<file path="config.mk">
export PLATFORM = sky130hd
export DESIGN_NAME = bounded_list_deque_with_search
export DESIGN_NICKNAME = d
export VERILOG_FILES = /design/src/rtl/bldq_pkg.sv /design/src/rtl/bounded_list_deque_with_search.sv
export SDC_FILE = /design/constraint.sdc
export NUM_CORES = 1
export LEC_CHECK = 0
export BUFFER_PORTS_ARGS = -buffer_cell sky130_fd_sc_hd__buf_2
export CORE_MARGIN = 5
export CORE_UTILIZATION = 67
export CTS_BUF_LIST = sky130_fd_sc_hd__clkbuf_16
export DETAILED_ROUTE_END_ITERATION = 12
export PLACE_DENSITY = 0.9
export SYNTH_ARGS = -nofsm -noshare
export SYNTH_HDL_FRONTEND = slang
export SYNTH_SLANG_ARGS = --single-unit
</file>
<file path="constraint.sdc">
create_clock -name clk -period 7.5 [get_ports clk]
set_input_delay 1.125 -clock clk [delete_from_list [all_inputs] [get_ports clk]]
set_output_delay 1.125 -clock clk [all_outputs]
set_load 0.05 [all_outputs]
</file>
<file path="src/rtl/bldq_pkg.sv">
`timescale 1ns / 1ps
// Package for the bounded deque with search: action and status codes,
// and the packed input and result words. No dependencies.
package bldq_pkg;

  localparam int unsigned VALUE_W = 32;
  localparam int unsigned COUNT_W = 5;

  typedef enum logic [1:0] {
    ACT_PUSH_FRONT = 2'd0,
    ACT_PUSH_BACK  = 2'd1,
    ACT_POP_BACK   = 2'd2,
    ACT_SEARCH     = 2'd3
  } action_t;

  typedef enum logic [1:0] {
    ST_DONE  = 2'd0,
    ST_FULL  = 2'd1,
    ST_EMPTY = 2'd2
  } status_t;

  typedef struct packed {
    action_t                    action;
    logic signed [VALUE_W-1:0]  value;
  } in_word_t;

  typedef struct packed {
    status_t              status;
    logic                 found;
    logic [COUNT_W-1:0]   count;
    logic                 is_empty;
  } out_word_t;

endpackage

</file>
<file path="src/rtl/bounded_list_deque_with_search.sv">
`timescale 1ns / 1ps
// Top level of the bounded deque with membership search.
// Depends on bldq_pkg for the word types and codes.

// A push or a pop passes from acceptance to the finish state, which offers its
// result word once the output register is free. A search first walks the held
// values in the scan state and then finishes the same way. The single memory
// read port feeds one compare per cycle while the held entries are walked from
// front to back, and a match ends the walk early. A search of an empty store
// skips the walk and goes straight to the finish state. The block takes one
// word at a time; in_ready is high while no word is being worked on, and a
// finished result may wait in the output register while the next word is
// accepted. A result that is still waiting when the next one is finished holds
// the block until out_ready takes it. The store needs no clearing after reset.
module bounded_list_deque_with_search #(
  parameter int unsigned DEPTH = 16
) (
  input  logic                clk,
  input  logic                rst_n,
  input  logic                in_valid,
  output logic                in_ready,
  input  bldq_pkg::in_word_t  in_data,
  output logic                out_valid,
  input  logic                out_ready,
  output bldq_pkg::out_word_t out_data
);
  import bldq_pkg::*;

  localparam int unsigned AW = (DEPTH > 1) ? $clog2(DEPTH) : 1;
  localparam int unsigned CW = $clog2(DEPTH + 1);

  typedef enum logic [1:0] {
    S_IDLE,
    S_SCAN,
    S_FIN
  } state_t;

  function automatic logic [AW-1:0] ring_add(logic [AW-1:0] base, logic [CW-1:0] off);
    logic [AW:0] s;
    s = {1'b0, base} + (AW+1)'(off);
    if (s >= (AW+1)'(DEPTH)) begin
      s = s - (AW+1)'(DEPTH);
    end
    return s[AW-1:0];
  endfunction

  logic signed [VALUE_W-1:0] mem [DEPTH];

  state_t                    state_r;
  logic [AW-1:0]             head_r;
  logic [CW-1:0]             cnt_r;
  logic [CW-1:0]             idx_r;
  logic                      cmp_vld_r;
  logic signed [VALUE_W-1:0] key_r;
  logic signed [VALUE_W-1:0] rd_data_r;
  status_t                   res_status_r;
  logic                      res_found_r;
  logic                      out_valid_r;
  out_word_t                 out_data_r;

  logic                      accept;
  logic                      full;
  logic                      issue;
  logic                      hit;
  logic                      wr_en;
  logic [AW-1:0]             wr_addr;
  logic [AW-1:0]             head_dec;
  logic [AW-1:0]             rd_addr;

  assign in_ready  = (state_r == S_IDLE);
  assign accept    = in_valid && in_ready;
  assign full      = (cnt_r == CW'(DEPTH));
  assign issue     = (idx_r < cnt_r);
  assign hit       = cmp_vld_r && (rd_data_r == key_r);
  assign head_dec  = (head_r == '0) ? AW'(DEPTH - 1) : head_r - AW'(1);
  assign rd_addr   = ring_add(head_r, idx_r);
  assign out_valid = out_valid_r;
  assign out_data  = out_data_r;

  always_comb begin
    wr_en   = 1'b0;
    wr_addr = ring_add(head_r, cnt_r);
    if (accept && !full) begin
      if (in_data.action == ACT_PUSH_FRONT) begin
        wr_en   = 1'b1;
        wr_addr = head_dec;
      end else if (in_data.action == ACT_PUSH_BACK) begin
        wr_en   = 1'b1;
      end
    end
  end

  always_ff @(posedge clk) begin
    if (wr_en) begin
      mem[wr_addr] <= in_data.value;
    end
    rd_data_r <= mem[rd_addr];
  end

  always_ff @(posedge clk) begin
    if (!rst_n) begin
      state_r      <= S_IDLE;
      head_r       <= '0;
      cnt_r        <= '0;
      idx_r        <= '0;
      cmp_vld_r    <= 1'b0;
      res_status_r <= ST_DONE;
      res_found_r  <= 1'b0;
      out_valid_r  <= 1'b0;
    end else begin
      if (out_valid_r && out_ready && (state_r != S_FIN)) begin
        out_valid_r <= 1'b0;
      end
      case (state_r)
        S_IDLE: begin
          if (accept) begin
            res_found_r  <= 1'b0;
            key_r        <= in_data.value;
            idx_r        <= '0;
            cmp_vld_r    <= 1'b0;
            case (in_data.action)
              ACT_PUSH_FRONT: begin
                state_r <= S_FIN;
                if (full) begin
                  res_status_r <= ST_FULL;
                end else begin
                  res_status_r <= ST_DONE;
                  head_r       <= head_dec;
                  cnt_r        <= cnt_r + CW'(1);
                end
              end
              ACT_PUSH_BACK: begin
                state_r <= S_FIN;
                if (full) begin
                  res_status_r <= ST_FULL;
                end else begin
                  res_status_r <= ST_DONE;
                  cnt_r        <= cnt_r + CW'(1);
                end
              end
              ACT_POP_BACK: begin
                state_r <= S_FIN;
                if (cnt_r == '0) begin
                  res_status_r <= ST_EMPTY;
                end else begin
                  res_status_r <= ST_DONE;
                  cnt_r        <= cnt_r - CW'(1);
                end
              end
              default: begin
                res_status_r <= ST_DONE;
                if (cnt_r != '0) begin
                  state_r <= S_SCAN;
                end else begin
                  state_r <= S_FIN;
                end
              end
            endcase
          end
        end
        S_SCAN: begin
          cmp_vld_r <= issue && !hit;
          if (issue) begin
            idx_r <= idx_r + CW'(1);
          end
          if (hit) begin
            res_found_r <= 1'b1;
            state_r     <= S_FIN;
          end else if (!issue) begin
            state_r <= S_FIN;
          end
        end
        S_FIN: begin
          if (!out_valid_r || out_ready) begin
            out_valid_r         <= 1'b1;
            out_data_r.status   <= res_status_r;
            out_data_r.found    <= res_found_r;
            out_data_r.count    <= COUNT_W'(cnt_r);
            out_data_r.is_empty <= (cnt_r == '0);
            state_r             <= S_IDLE;
          end
        end
        default: begin
          state_r <= S_IDLE;
        end
      endcase
    end
  end

  a_cnt_bound: assert property (@(posedge clk) disable iff (!rst_n)
    cnt_r <= CW'(DEPTH))
    else $error("held count exceeds depth");

  a_scan_nonempty: assert property (@(posedge clk) disable iff (!rst_n)
    state_r == S_SCAN |-> cnt_r != '0)
    else $error("search walk entered with an empty store");

  a_out_from_fin: assert property (@(posedge clk) disable iff (!rst_n)
    $rose(out_valid_r) |-> $past(state_r == S_FIN))
    else $error("result word raised outside the finish state");

  a_found_is_done: assert property (@(posedge clk) disable iff (!rst_n)
    out_valid_r && out_data_r.found |-> out_data_r.status == ST_DONE)
    else $error("found flag set on a rejected word");

  a_idx_bound: assert property (@(posedge clk) disable iff (!rst_n)
    state_r == S_SCAN |-> idx_r <= cnt_r)
    else $error("search index ran past the held count");

endmodule

</file>
**Word level (Yosys, flattened, before mapping)**

Memories as Yosys holds them, arrays and structs flattened. A register that Yosys moved wholly into a read port is not among the register bits.
Index checks and enable logic that the tools add are counted.

- Bitwise logic cells: 1
- Multiplexer cells: 33
- Reduce and logical (&&, ||, !) cells: 28
- Magnitude comparators: 3
- Add/sub/neg operators: 8
- Equal/unequal tests: 14

Operators with widths:

| kind | count |
|---|---|
| $eq 32x32->1 | 1 |
| $mux 4 | 5 |
| $mux 5 | 4 |
| $pmux 5 s2 | 2 |
| $reduce_and 3->1 | 5 |
| $mux 2 | 7 |
| $ne 2x2->1 const B | 6 |
| $sub 4x1->4 const B | 3 |
| $mux 1 | 11 |
| $add 4x5->5 | 2 |
| $add 5x1->5 const B | 2 |
| $ge 5x5->1 const B | 2 |
| $logic_and 1x1->1 | 6 |
| $pmux 2 s3 | 1 |
| $eq 5x5->1 const B | 1 |
| $logic_not 5->1 | 1 |
| $lt 5x5->1 | 1 |
| $reduce_and 5->1 | 1 |
| $reduce_bool 5->1 | 1 |
| $sub 5x1->5 const B | 1 |
| $eq 2x1->1 const B | 2 |
| $eq 2x2->1 const B | 2 |
| $logic_not 2->1 | 2 |
| $logic_not 4->1 | 1 |
| 12 further kinds | 17 |

- Bits in registers: 62
- Memories: 1
- Input bits: 38
- RAM bits: 512

Memories:

| memory | words | bits a word | rd ports | clocked after Yosys merged registers in | write ports | RTL line | source |
|---|---|---|---|---|---|---|---|
| mem | 16 | 32 | 1 | 1 | 1 | bounded_list_deque_with_search.sv:47 | `logic signed [VALUE_W-1:0] mem [DEPTH];` |

**Longest topological paths before layout**

Gate-level depths: netlist of the first run.

- Word-level depth: 6
- Mapped depth: 11
- Depth with buffers taken out: 10

**Worst setup path after synthesis of the first run**

Ideal clock, no wire load.

- Kind: input port to flip-flop
- Start: input in_data[33] in the netlist's numbering
- End: memory mem[14][0], enable pin
- Slack: 3,388 ps
- Stages on the path: 5
- Arrival time: 3,691 ps
- Path buffers: 0
- Path through: or4b_4 > a211oi_4 > and2_4 > a22oi_2 > nor2_1

- Cells in the longest elaborated chain, start to end: 6
- Elaborated cells on any way between the ends: 9

Ends and longest elaborated chain:

| element | RTL line | source |
|---|---|---|
| start, declared | bounded_list_deque_with_search.sv:22 | `input bldq_pkg::in_word_t in_data,` |
| $eq 2x1->1 | bounded_list_deque_with_search.sv:87 | `end else if (in_data.action == ACT_PUSH_BACK) begin` |
| $mux 1 | bounded_list_deque_with_search.sv:87 |  |
| $mux 1 | bounded_list_deque_with_search.sv:84 | `if (in_data.action == ACT_PUSH_FRONT) begin` |
| $mux 1 | bounded_list_deque_with_search.sv:83 | `if (accept && !full) begin` |
| $mux 1 | bounded_list_deque_with_search.sv:94 | `if (wr_en) begin` |
| $mux 1 (implied by the code) | bounded_list_deque_with_search.sv:95 | `mem[wr_addr] <= in_data.value;` |
| end, declared | bounded_list_deque_with_search.sv:47 |  |

Several ways; a longest one is shown, not always the timed one.

**Final worst setup path of the first run**

- Start: register head_r[0]
- End: register rd_data_r[10] (read register of mem)

- Cells in the longest elaborated chain, start to end: 3
- Elaborated cells on any way between the ends: 4

Ends and longest elaborated chain:

| element | RTL line | source |
|---|---|---|
| start, declared | bounded_list_deque_with_search.sv:50 | `logic [AW-1:0] head_r;` |
| start signal, assigned | bounded_list_deque_with_search.sv:103 | `head_r <= '0;` |
| start signal, assigned | bounded_list_deque_with_search.sv:128 | `head_r <= head_dec;` |
| $add 4x5->5 * | bounded_list_deque_with_search.sv:40 | `s = {1'b0, base} + (AW+1)'(off);` |
| $sub 4x1->4 / $ge 5x5->1 (equally long branches) | bounded_list_deque_with_search.sv:42, bounded_list_deque_with_search.sv:41 |  |
| $mux 4 * | bounded_list_deque_with_search.sv:41 | `if (s >= (AW+1)'(DEPTH)) begin` |
| end, declared | bounded_list_deque_with_search.sv:55 | `logic signed [VALUE_W-1:0] rd_data_r;` |

Mark *: on every way between the ends. The rest lies on a longest branch, timed or not.
A chain may end at the register's enable or synchronous reset.

==> results of run 1 <==
-- logic make-up (layout without fill, tap and decap cells) --
| logic type | count (synthesis) | in the layout | share of synthesized area, % |
|---|---|---|---|
| DFF | 606 | 606 | 75.90 |
| buffers and inverters | 71 | 181 | 1.285 |
| xor gates and xnor gates | 44 | 44 | 1.656 |
| adders and majority gates | 18 | 18 | 1.064 |
| muxes | 128 | 128 | 12.38 |
| and+or+nand+nor | 190 | 190 | 3.978 |
| AOI/OAI and AO/OA | 123 | 123 | 3.736 |
-- metrics by stage --
step	setup slack, ns	cell area, um2	util, %
2_1_floorplan	3.388	23280	-
3_3_place_gp	3.499	24130	70.04
3_5_place_dp	3.284	24130	70.04
4_1_cts	3.697	25910	75.20
5_1_grt	3.600	25910	75.20
6_report	3.736	25910	75.20
-- flip-flops by register name, indices dropped and copies added, names as in the netlist --
signal,count
cmp_vld_r,1
idx_r,5
res_found_r,1
head_r,4
out_valid,1
key_r,32
res_status_r,2
cnt_r,5
state_r,2
mem,512
out_data,9
rd_data_r,32
-- power breakdown --
| group | internal (mW) | switching, mW | leakage [nW] | total (mW) |
|---|---|---|---|---|
| combinational | 0.177 | 0.301 | 1.99 | 0.477 |
| clock | 1.56 | 1.19 | 0.919 | 2.75 |
| sequential | 3.77 | 0.0417 | 5.43 | 3.81 |
| total | 5.51 | 1.53 | 8.34 | 7.04 |
-- worst paths after layout --
path | startpoint | endpoint | cells past startpoint
worst max register to register | head_r[0] | rd_data_r[10] | 8
worst min register to register | res_found_r | out_data[6] | 0
worst min-delay path | res_found_r | out_data[6] | 0
worst max-delay path | head_r[0] | rd_data_r[10] | 8
-- layout make-up --
type                       instances  area, um2  area share [%]
multi-input combinational        503       5487           21.17
inverter                          18      67.56          0.2607
clock inverter                    47      377.9           1.458
timing repair buffer              60      342.8           1.323
clock buffer                      56       1401           5.408
tap                              455      569.3           2.197
sequential                       606      17670           68.18
-- metal layers --
metal	GRT usage, %	part of all wire [%]	vias to the layer above
met4	7.655	2.8	0
li1	-	-	4891
met5	0	0	-
met2	45.75	52	721
met3	5.060	8.7	101
met1	37.22	36	6106
-- cell usage after synthesis (all sizes together), types with 6 or more instances --
cell type	number
mux4	128
o21ai	15
clkbuf	34
a31oi	32
nand2	85
a211oi	33
xor2	6
buf	19
edfxtp	553
inv	18
dfxtp	53
nand4	7
ha	15
and2	37
xnor2	38
nor2	26
a21oi	15
-- critical path: cells and delay by family (launching register included) --
kind,cells,cell delay (ns)
fa+ha+maj,2,1.59
simple gates,1,0.19
flops,1,0.50
compound gates,2,0.40
buf+inv,2,0.47
mux,1,0.37
==> impl_results.md, run 1 <==
* Hold buffers post-CTS at 0
* Fmax achieved at 265.7 MHz
* Antenna violations before repair at 0
* Peak supply drop at 0.2427 mV
* Final net count at 1300
* Setup TNS at 0 ns
* Largest cells by area after synthesis: edfxtp_1 71%, mux4_2 12%, dfxtp_1 4.6%, xnor2_1 1.4%, nand2_1 1.4%
* Vias in the first global route at ~12000
* Finished Layout Cells at 1745
* Outcome: completed
* Worst slew pin tran at 1.365 ns
* Antenna cells at 0
* Clk slew on worst S/H paths at 0.07 ns
* Crit end category: flop
* Routed wire per std cell at 29.24 um
* Iter 0 DRT Violations at 1383
* Residual DRC at 0
* DIE HEIGHT at 196.4 um
* Post-Syn Area at 23280 um2
* Clock Path Buffers at 3
* CTS buffer count at 55
* Row count at 68
* Leak at 8.340 nW
* Post-Place Cells at about 1600
* Synthesis-stage register bit count at 606
* Hold WC Path Type: flop to flop
* Post CTS Setup Buffer Count at 0
* TritonCTS clock tree: yes
* DR vias at between 10000 and 15000
* Latest clock arrival within the worst-skew pair at 0.59 ns
* Post-cts sizing count at 0
* Final ANT Viol Nets at 0
* Layout cells sized above 1 at 23.02%
* Area growth syn-to-layout at 11.32%
* Detailed Route WL at 51.02 mm
* GRT overflow at 0
* CP max stage cell: fa_4
* Distinct cells, synth at 56
* Core area at 34460 um2
* # Max-Cap Violations at 0
* Fin crit share at 50.19%
* Vias per std cell at 6.773
* Hold Fails Final Rpt at 0
* GRT Overall Usage at 27.08%
* Fin. max-slew vios at 0
* Syn avg cell area at 19.73 um2
* # IOs at 49
* Cell Pwr Density at 271.8 nW/um2
* Seq/Total Area, Yosys at 75.90%
* RD Place Congestion at 0.8084
* Largest net degree at the start of global routing at 67
* DP HPWL at 27.06 mm
* Post-synthesis cell count at about 1200
* Overall power at approximately 7.0 mW
* WHS at 0.4402 ns
* Root Buffer: clkbuf_16
* Chip width at 196.4 um
* H-tree Lvls at 2
* Post-synth top flop: edfxtp_1
* Top cell type's share of synthesized area at a little under three quarters
* Clock skew at 0.01761 ns
* Worst-path maximum fanout at 66
* Most frequent cells in the layout: 553 x edfxtp_1, 128 x mux4_2, 85 x nand2_1
* Die ar. at 38570 um2
* Final setup viols at 0
* Initial Util at 67.55%
* Fill cell count at 1797
* Area leader, netlist: edfxtp_1
* Slew headroom at 8.784%
* Crit path required time at 7.92 ns
* Synth warn at 0
* Port Buf Inserts at 48
* First-pass DRT Iterations at 5
* R2R Setup Slk at 3.74 ns
* Crit Path Category: flop to flop
* First-pass GRT wire length at 77.90 mm
* CTS sink count at 606
* Critical-path cell list: ha_4, inv_1, fa_4, buf_12, mux4_2, and2_1, a211oi_1, a31oi_1
* Crit start category: flop
* Commonest non-fill, non-tap cell in the layout: edfxtp_1
* CP arrival at approximately 4.2 ns
* Ys async rst share at 0%
* RSZ-0062 raised after global routing: no
* Crit-path max cell delay at around 1.4 ns
* Syn Nets at 1236
* Minimum clock period at ~3.8 ns
* Number of synthesized flops with an enable pin at 553
Note: power is estimated with default switching activity, not from simulation.
==> run 2: changes to the inputs <==
CORE_UTILIZATION = 62   (was 67)
PLACE_DENSITY = 0.85   (was 0.9)
clock period = 3.9 ns   (was 7.5 ns; I/O delays follow)
==> impl_results.md, run 2 (synthesis gave the netlist of run 1 again) <==
* GRT overflow at 0 (unchanged)
* DP HPWL at 27.14 mm (+0.28%)
* Crit Path Category: flop to flop
* CTS sink count at 606 (unchanged)
* Vias in the first global route at 12243 (-1.2%)
* First-pass DRT Iterations at 6 (+1)
* Vias per std cell at 6.473 (-4.4%)
* R2R Setup Slk at 0.68 ns (-3.06 ns)
* TritonCTS clock tree: yes
* Final setup viols at 0 (unchanged)
* Initial Util at 62.24% (-5.3 points)
* RSZ-0062 raised after global routing: no
* CTS buffer count at 56 (+1.8%)
* Chip width at 203.8 um (+3.8%)
* Critical path's top delay family: adder cells
* # IOs at 49 (unchanged)
* Overall power at 13.78 mW (+96%)
* Commonest non-fill, non-tap cell in the layout: edfxtp_1
* Port Buf Inserts at 48 (unchanged)
* Worst slew pin tran at 1.148 ns (-0.2165 ns)
* Largest net degree at the start of global routing at 65 (-3.0%)
* Switch Pwr at 3.019 mW (+97%)
* DR vias at 11793 (-0.22%)
* Met3 wire length at 4.287 mm (-3.3%)
* Residual DRC at 0 (unchanged)
* Fmax achieved at 310.5 MHz (+17%)
* Min-delay src: out_ready
* Iter 0 DRT Violations at 1276 (-7.7%)
* Routed wire per std cell at 27.64 um (-5.5%)
* Cell Pwr Density at 523.4 nW/um2 (+93%)
* Root Buffer: clkbuf_16
* Reg with most FFs: mem
* Fin crit share at 82.58% (+32 points)
* Clock skew at 0.01903 ns (+0.001417 ns)
* Post-route cell area at 26320 um2 (+1.6%)
* CP max stage cell: fa_4
* Hold EP: out_valid
* Setup TNS at 0 ns (unchanged)
* Max reg flops at 512 (unchanged)
* Final net count at 1320 (+1.5%)
* Hold WC Path Type: input port to flop
* Row count at 71 (+4.4%)
* Worst hold path stage count at 3 (+3)
* Post-cts sizing count at 0 (unchanged)
* CP arrival at 3.65 ns (-0.53 ns)
* Combinational share of power at 6.7% (about the same)
* Detailed Route WL at 50.36 mm (-1.3%)
* Placed Area at 24460 um2 (+1.3%)
* Final ANT Viol Nets at 0 (unchanged)
* Latest clock arrival within the worst-skew pair at 0.62 ns (+0.03 ns)
* Worst r2r dst: rd_data_r[7]
* Minimum clock period at 3.221 ns (-0.5434 ns)
* Outcome: completed
* Max layer used: met5
* Layout cells sized above 1 at 24.71% (+1.7 points)
* GRT Overall Usage at 24.84% (-2.2 points)
* Leak at 8.494 nW (+1.8%)
* Crit end category: flop
* Die ar. at 41520 um2 (+7.6%)
* Critical-path cell list: ha_4, inv_1, fa_4, buf_12, mux4_2, and2_1, a211oi_1, a31oi_1
* Clk slew on worst S/H paths at 0.06 ns (about the same)
* Clock Path Buffers at 3 (unchanged)
* Crit path buffers/inverters at 2 (unchanged)
* Worst-path maximum fanout at 55 (-17%)
* Hold buffers post-CTS at 0 (unchanged)
* Fin. max-slew vios at 0 (unchanged)
* Crit-path max cell delay at 0.93 ns (-0.48 ns)
* Largest registers: mem: 512 flops, key_r: 32 flops, rd_data_r: 32 flops
* Antenna cells at 0 (unchanged)
* RD Place Congestion at 0.7897 (-2.3%)
* Switching Share at 21.92% (+0.14 points)
* Post CTS Setup Buffer Count at 0 (unchanged)
* Crit start category: flop
* Clock group share of total power at 40.1% (+1.0 points)
* Reg-to-Reg Start: head_r[0]
* Slew headroom at 23.43% (+15 points)
* # Max-Cap Violations at 0 (unchanged)
* Peak supply drop at 0.3669 mV (+51%)
* First-pass GRT wire length at 76.47 mm (-1.8%)
* Crit path required time at 4.33 ns (-3.59 ns)
* Worst reg2reg path depth at 8 (unchanged)
* Antenna violations before repair at 1 (+1)
* Metal-1 WL at 18.76 mm (+1.2%)
* Share of power burned in registers at 53.2% (-1.0 points)
* Hold Fails Final Rpt at 0 (unchanged)
* Area growth syn-to-layout at 13.06%
* H-tree Lvls at 2 (unchanged)
* Total internal power at 10.76 mW (+95%)
* Most frequent cells in the layout: 553 x edfxtp_1, 128 x mux4_2, 85 x nand2_1
* DIE HEIGHT at 203.8 um (+3.8%)
* Core area at 37400 um2 (+8.5%)
* Metal2 WL at 25.41 mm (-4.5%)
## run 2: cell types whose count changed in the layout (fill, tap and decap cells not counted)
cell,change
bufinv_16,+2
inv_1,-5
clkinv_2,+3
buf_4,+10
clkinv_1,-1
inv_6,+1
buf_12,+9
clkinv_4,+2
## run 2: stage by stage
stage               utilization (%)  setup WS [ns]  cells  hold WS (ns)
floorplan                         -         0.3280   1180        0.4024
global placement              65.40         0.6575   1717        0.4095
detailed placement            65.40         0.5980   1717        0.4165
CTS                           70.37         0.7058   1822        0.3187
global route                  70.37         0.5617   1822        0.3353
finish                        70.37         0.6793   1822        0.3582
## run 2: metal layers
| layer | up-vias | track usage, % |
|---|---|---|
| li1 | 4928 | - |
| met1 | 6077 | 34.09 |
| met2 | 665 | 41.09 |
| met3 | 121 | 4.611 |
| met4 | 2 | 8.576 |
| met5 | - | 0 |
## run 2: power groups by stage
stage	Clock (mW)	Combinational [mW]	Sequential (mW)
after floorplan	0	0.572	7.45
after global placement	0	0.871	7.45
after detailed placement	0	0.905	7.46
after CTS	5.59	0.919	7.33
after global routing	5.88	0.984	7.33
final	5.53	0.917	7.33
## run 2: layout make-up
type                       instances  area, um2
sequential                       606      17670
fill                            2145      11080
multi-input combinational        503       5487
clock buffer                      56       1401
tap                              511      639.4
timing repair buffer              79      598.1
clock inverter                    49      456.7
inverter                          18      67.56
## run 2: worst max-delay path by stage
stage | from | cells past startpoint | end | slack [ns]
after floorplan | in_data[33] | 5 | mem[14][0] | 0.33
final | head_r[0] | 8 | rd_data_r[7] | 0.68
after CTS | head_r[0] | 8 | rd_data_r[6] | 0.71
after global routing | head_r[0] | 8 | rd_data_r[7] | 0.56
after detailed placement | in_data[33] | 7 | mem[10][22] | 0.60
after global placement | in_data[33] | 7 | mem[10][16] | 0.66
## run 2: worst reg2reg max path, cell delays in order, from the launching register on
cell and delay [ns]:
dfxtp_1 0.52, ha_4 0.19, inv_1 0.05, fa_4 0.93
buf_12 0.36, mux4_2 0.41, and2_1 0.17, a211oi_1 0.32
a31oi_1 0.10
